<file path="src/rtl/gnf_pkg.sv">
// gnf_pkg: shared types, codes and defaults of the fractal gradient noise unit
// depends on nothing; used by the top level, gnf_front and gnf_core

package gnf_pkg;

  localparam int TABLE_SIZE_DEF  = 256;
  localparam int MAX_OCT_DEF     = 8;
  localparam int Q_DEPTH         = 2;

  localparam logic [1:0] REQ_LOAD_PERM = 2'd0;
  localparam logic [1:0] REQ_LOAD_GRAD = 2'd1;
  localparam logic [1:0] REQ_SAMPLE    = 2'd2;

  localparam logic [2:0] CFG_BASE_AMP  = 3'd0;
  localparam logic [2:0] CFG_BASE_FREQ = 3'd1;
  localparam logic [2:0] CFG_OCT_COUNT = 3'd2;
  localparam logic [2:0] CFG_PERSIST   = 3'd3;
  localparam logic [2:0] CFG_LACUNAR   = 3'd4;

  localparam logic [15:0] RST_BASE_AMP  = 16'd4096;
  localparam logic [15:0] RST_BASE_FREQ = 16'd256;
  localparam logic [3:0]  RST_OCT_COUNT = 4'd1;
  localparam logic [15:0] RST_PERSIST   = 16'd32768;
  localparam logic [15:0] RST_LACUNAR   = 16'd8192;

  localparam logic signed [31:0] NOISE_MAX = 32'sd16384;
  localparam logic signed [31:0] NOISE_MIN = -32'sd16384;

  typedef struct packed {
    logic [15:0] base_amp;
    logic [15:0] base_freq;
    logic [3:0]  oct_count;
    logic [15:0] persist;
    logic [15:0] lacunar;
  } cfg_t;

  typedef struct packed {
    logic [1:0]         kind;
    logic [7:0]         idx;
    logic [7:0]         perm;
    logic [31:0]        grad;
    logic signed [31:0] x;
    logic signed [31:0] y;
  } item_t;

endpackage

</file>
<file path="src/rtl/gnf_front.sv">
// gnf_front: accepts requests, drops unknown and out-of-range ones, queues the rest
// depends on gnf_pkg

module gnf_front #(
  parameter int TABLE_SIZE = gnf_pkg::TABLE_SIZE_DEF
) (
  input  logic               clk,
  input  logic               rst_n,
  input  logic               in_push,
  output logic               in_full,
  input  gnf_pkg::item_t     in_item,
  output logic               q_valid,
  input  logic               q_pop,
  output gnf_pkg::item_t     q_item
);

  localparam int QAW = $clog2(gnf_pkg::Q_DEPTH);

  gnf_pkg::item_t mem_r [gnf_pkg::Q_DEPTH];
  logic [QAW-1:0] wptr_r, rptr_r;
  logic [QAW:0]   count_r;
  logic           keep;
  logic           wr_en, rd_en;

  always_comb begin
    keep = 1'b0;
    unique case (in_item.kind) inside
      gnf_pkg::REQ_LOAD_PERM, gnf_pkg::REQ_LOAD_GRAD: begin
        keep = {24'd0, in_item.idx} < 32'(TABLE_SIZE);
      end
      gnf_pkg::REQ_SAMPLE: keep = 1'b1;
      default: keep = 1'b0;
    endcase
  end

  assign in_full = count_r == (QAW+1)'(gnf_pkg::Q_DEPTH);
  assign q_valid = count_r != '0;
  assign q_item  = mem_r[rptr_r];
  assign wr_en   = in_push && !in_full && keep;
  assign rd_en   = q_pop && q_valid;

  always_ff @(posedge clk) begin
    if (wr_en) begin
      mem_r[wptr_r] <= in_item;
    end
  end

  always_ff @(posedge clk) begin
    if (!rst_n) begin
      wptr_r  <= '0;
      rptr_r  <= '0;
      count_r <= '0;
    end else begin
      if (wr_en) wptr_r <= wptr_r + 1'b1;
      if (rd_en) rptr_r <= rptr_r + 1'b1;
      case ({wr_en, rd_en})
        2'b10:   count_r <= count_r + 1'b1;
        2'b01:   count_r <= count_r - 1'b1;
        default: count_r <= count_r;
      endcase
    end
  end

endmodule

</file>
<file path="config.mk">
export PLATFORM = sky130hd
export DESIGN_NAME = gnf_front
export DESIGN_NICKNAME = d
export VERILOG_FILES = /design/src/rtl/gnf_pkg.sv /design/src/rtl/gnf_front.sv
export SDC_FILE = /design/constraint.sdc
export NUM_CORES = 1
export LEC_CHECK = 0
export BUFFER_PORTS_ARGS = -buffer_cell sky130_fd_sc_hd__buf_4
export CAP_MARGIN = 5
export CORE_MARGIN = 2
export CORE_UTILIZATION = 50
export DETAILED_ROUTE_END_ITERATION = 16
export HOLD_SLACK_MARGIN = 0.12
export PLACE_DENSITY_LB_ADDON = 0.15
export SLEW_MARGIN = 5
export SYNTH_ARGS = -nofsm -noshare
export SYNTH_HDL_FRONTEND = slang
export SYNTH_SLANG_ARGS = --single-unit
export TNS_END_PERCENT = 30
</file>
<file path="constraint.sdc">
create_clock -name clk -period 12.1 [get_ports clk]
set_clock_uncertainty 0.05 [all_clocks]
set_input_delay 0 -clock clk [delete_from_list [all_inputs] [get_ports clk]]
set_output_delay 0 -clock clk [all_outputs]
set_load 0.01 [all_outputs]
</file>
### Word level (Yosys, flattened, before mapping)

Memory sizes are Yosys's and may differ from the RTL's. A register that Yosys moved wholly into a read port is not among the register bits.
Cells that the tools add are included.

* add/sub/neg operators: 4
* multipliers: 0
* div/mod/pow operators: 0
* $lt $le $gt $ge: 0
* eq/ne operators: 5
* shift-type cells: 0
* mux-type cells: 6
* bitwise operators: 0
* reductions and logical operators: 8

Operators by type and width (number)
* == test 2 bit (second input constant): 3
* two-way mux 1 bit: 5
* == test 2 x 1 -> 1 bit (second input constant): 2
* one-hot mux 2 bit (2 select lines): 1
* nonzero test 2 bit: 2
* logical AND 1 bit: 3
* OR reduction 3 bit: 1
* adder 1 bit (second input constant): 2
* adder 2 x 1 -> 2 bit (second input constant): 1
* logical NOT 2 bit: 1
* subtractor 2 x 1 -> 2 bit (second input constant): 1
* logical NOT 1 bit: 1

* flip-flop bits (word level): 4
* latch bits: 0
* memory bits (writable): 228
* ROM bits: 0
* bits of input ports: 118
* output and inout bits: 116
* memories: 1

Memories
* mem_r: words 2, bits a word 114, rd ports 1, clocked after memory_dff 1, wr ports 1, line gnf_front.sv:19 `gnf_pkg::item_t mem_r [gnf_pkg::Q_DEPTH];`

### Depth between registers and ports, before layout

* depth after elaboration: 6
* gate-level depth with buffers: 6

### Worst setup path before layout

Ideal clock, no wire load.

* path type: register -> register
* from: register count_r[0]
* to: memory mem_r[0][0] in the netlist's numbering, enable pin
* arrival: 5.494 ns
* data required time: 11.461 ns
* setup slack: 5.967 ns
* cell stages (with the launch flop): 4
* buffers on the path: 0
* period minus slack after synthesis: 6.133 ns
* cell sequence: dfxtp_1 -> nor2b_1 -> nand3b_1 -> nor2_1

* word-level cells in the longest chain between the ends: 6

RTL lines
* start: declaration: line gnf_front.sv:21 `logic [QAW:0] count_r;`
* start signal: assignment: line gnf_front.sv:57 `2'b10: count_r <= count_r + 1'b1;`
* start signal: assignment: line gnf_front.sv:58 `2'b01: count_r <= count_r - 1'b1;`
* start signal: assignment: line gnf_front.sv:59 `default: count_r <= count_r;`
* == test 2 bit: line gnf_front.sv:36 `assign in_full = count_r == (QAW+1)'(gnf_pkg::Q_DEPTH);`
* net in_full: line gnf_front.sv:10 `output logic in_full,`
* logical NOT 1 bit: line gnf_front.sv:39 `assign wr_en = in_push && !in_full && keep;`
* logical AND 1 bit (2 in series): line gnf_front.sv:39
* two-way mux 1 bit: line gnf_front.sv:43 `if (wr_en) begin`
* two-way mux 1 bit (implied by the code): line gnf_front.sv:44 `mem_r[wptr_r] <= in_item;`
* end: declaration: line gnf_front.sv:19

The timed path passes the listed nets, and every way through them passes these cells.

### Worst setup path in the final report

* from: register count_r[0]
* to: memory mem_r[1][0] in the netlist's numbering, enable pin

* word-level cells in the longest chain between the ends: 6

RTL lines (line)
* == test 2 bit: gnf_front.sv:36
* logical NOT 1 bit: gnf_front.sv:39
* logical AND 1 bit (2 in series): gnf_front.sv:39
* two-way mux 1 bit: gnf_front.sv:43
* two-way mux 1 bit (implied by the code): gnf_front.sv:44

No other way between the ends.

==> results by group <==
Logic synthesis
  • Simple-Gate Fraction of Synth Area: 0.755%
  • Area leader, netlist: edfxtp_1
  • EDFF count, synth: 228
  • Synth Area in XOR/XNOR: 0.311%
  • Netlist Area Pre-Place: 8450 um2
  • Prevailing post-synth register cell: edfxtp_1
  • Unique cell type count in the Yosys netlist: 19
  • Largest family of logic cells by synthesized area: multiplexers
  • Cells after Synth: 381
  • Ys async rst share: 0%
  • Seq/Total Area, Yosys: 82.2%
  • Seq cells post-synth: 233
  • Post-synthesis adder-cell area fraction: 0.148%
  • Most frequent cell after synthesis: edfxtp_1
  • Synth top area share: 81.1%
  • Multiplexer area fraction after synthesis: 15.3%
  • Main area contributors after synthesis: edfxtp_1, mux2_2, dfxtp_1
  • Compound-Gate Fraction of Synth Area: 0.237%
  • Syn nets: 500
  • Yosys warnings: 0
  • Most common library cells after synthesis: edfxtp_1, mux2_2, buf_2
  • Mean Syn Cell Area: 22.2 um2

Cells and area
  • Area occupied by multi-input gates: 1430 um2
  • Layout area overhead: 46.4%
  • # fillers: 969
  • Nets@finish: 867
  • Util after Layout: 74.8%
  • # diodes: 0
  • Layout cells sized above 1: 50.7%
  • Register Area: 6950 um2
  • Final Cell Area: 12400 um2

Timing
  • RSZ-0062 raised after global routing: false
  • Achievable Freq: 0.313 GHz
  • Fin Setup TNS: 0 ns
  • Final setup fails: 0
  • Pins Over Slew Limit: 0
  • Worst slew pin tran: 1.11 ns
  • Min cycle time layout: 3.19 ns
  • Slew headroom: 25.9%
  • Fin crit share: 26.4%
  • Fin. Hold Viols: 0

Global route
  • Vias in the first global route: 5262
  • First-pass GRT wire length: 27100 um
  • Initial antenna violation count: 0
  • Pin count of the biggest net entering global routing: 83
  • Tot GR Track Use: 19.3%
  • Total gr overflow: 0

Place
  • DPL Wire Length: 10300 um
  • Dpl cell area: 10400 um2
  • Port Buffer Count: 233
  • GP Congestion: 0.741

Setup path
  • WP data required: 12.16 ns
  • Critical Path Start Type: flip-flop
  • Buf+Inv Stages, Crit Path: 1
  • CP delay by family, top: simple AND/OR/NAND/NOR gates
  • Crit. End Element: flip-flop
  • Setup CP Type: flip-flop to flip-flop
  • Largest fanout on the critical path: 82
  • Crit path cell chain: nor2b_1, nand3b_1, nor2_4, buf_4
  • CP arrival: 3.25 ns
  • Max stage delay on crit path: 0.92 ns
  • Slowest-stage cell, CP: buf_4

Pwr
  • Net switching power: 588 uW
  • Max VDD drop: 0.000140 V
  • Clk pwr share: 29.9%
  • Int Pwr: 1740 uW
  • Sw frac: 25.2%
  • Lkg Pwr: 0.00463 uW
  • Fraction of power consumed by sequential logic: 44.3%
  • Logic pwr share: 25.8%
  • Power per cell area: 188 nW/um2

Die
  • Initial core utilization: 51.1%
  • Die height: 134 um
  • Core footprint: 16500 um2
  • Die footprint: 17900 um2
  • Core Rows: 47
  • IO Count: 234
  • Die X: 134 um

Routing
  • Total Wirelength: 17700 um
  • Drt first pass iters: 4
  • Total number of vias: 4882
  • WL/cell: 17.9 um
  • DRC marker count from the first detailed-route iteration: 202
  • Vias per cell: 4.96
  • Antenna-violating nets left: 0
  • Drt drc: 0

Clocking
  • CTS Buf Count: 24
  • Clock Tree Buf Depth: 3
  • Clock insertion delay at the later pin of the skew report: 0.50 ns
  • CTS tree: yes
  • Root Driver: clkbuf_16
  • Clk sink count: 233
  • H-Tree Level Count: 1
  • Resized cells post-CTS: 0
  • Clk slew on worst S/H paths: 0.06 ns

Worst hold path
  • Tightest Hold Check Type: primary input to flip-flop

Run
  • Max-Cap Viols: 0

Status
  • Status: finished, final reports clean
-- layer usage --
metal  vias to the layer above  global-route usage (%)  wire [um]
met5                         -                       0          0
met4                         0                    5.44        313
met3                        33                    5.67       1580
met2                       191                    32.7       8790
met1                      2410                    24.6       6980
li1                       2248                       -          -
-- final timing paths --
kind	slack, ns	from	to	cells past startpoint
max	8.91	count_r[0]$_SDFFE_PN0P_	mem_r[1][0]$_DFFE_PP_	4
max reg2reg	8.91	count_r[0]$_SDFFE_PN0P_	mem_r[1][0]$_DFFE_PP_	4
min reg2reg	0.47	wptr_r$_SDFFE_PN0P_	wptr_r$_SDFFE_PN0P_	2
min	0.18	in_item[33]	mem_r[0][33]$_DFFE_PP_	2
-- cell type report --
class / instances / share of cell area, %
multi-input cells: 134 / 11.6
well taps: 220 / 2.23
flip-flops and latches: 233 / 56.2
repair buffers: 354 / 23.9
clock buffers: 31 / 5.24
clock inverters: 12 / 0.850
inverters: 1 / 0.0304
-- cell usage in the layout (no fill, tap or decap), types with 4 or more instances in the layout --
cell | synthesis | final
clkinv_2 | 0 | 6
mux2_2 | 114 | 114
dlygate4sd3_1 | 0 | 117
buf_4 | 6 | 237
clkbuf_16 | 0 | 25
dfxtp_1 | 5 | 4
edfxtp_1 | 228 | 228
clkbuf_1 | 0 | 6
clkinv_1 | 0 | 4
-- repair_timing --
item / CTS / global route
buffers inserted: 0 / 0
hold buffers: 117 / 0
endpoints found under the hold margin: 233 / 0
-- power groups by stage --
stage / combinational (uW) / clock (uW) / sequential, uW
CTS: 605 / 714 / 1030
global route: 640 / 749 / 1040
floorplan: 324 / 0 / 1040
global placement: 564 / 0 / 1040
finish: 601 / 698 / 1030
detailed placement: 571 / 0 / 1050
-- logic make-up after synthesis --
| kind of cell | after synthesis |
|---|---|
| adders and majority gates | 1 |
| muxes | 115 |
| buffers and inverters | 14 |
| and+or+nand+nor | 12 |
| DFF | 233 |
| AOI/OAI and AO/OA | 3 |
| xor gates and xnor gates | 3 |
-- worst register-to-register path: stages, from the launching register on --
cell and delay [ns]:
dfxtp_1 0.42, nor2b_1 0.08, nand3b_1 0.33, nor2_4 0.84
buf_4 0.94
-- flip-flops by register name, summed over array words and instances (netlist names), named ones only --
signal	flops
count_r	2
wptr_r	1
rptr_r	1
mem_r	228
-- metrics by stage --
stage / hold WS, ns / total power, uW / setup WS [ns] / std cells
5_1_grt: 0.165 / 2430 / 8.68 / 985
6_report: 0.180 / 2330 / 8.91 / 985
2_1_floorplan: 0.0489 / 1360 / 5.97 / 381
3_5_place_dp: 0.138 / 1620 / 8.91 / 825
3_3_place_gp: 0.135 / 1610 / 9.02 / 825
4_1_cts: 0.155 / 2350 / 8.90 / 985
Power figures use the tool's default switching activity.
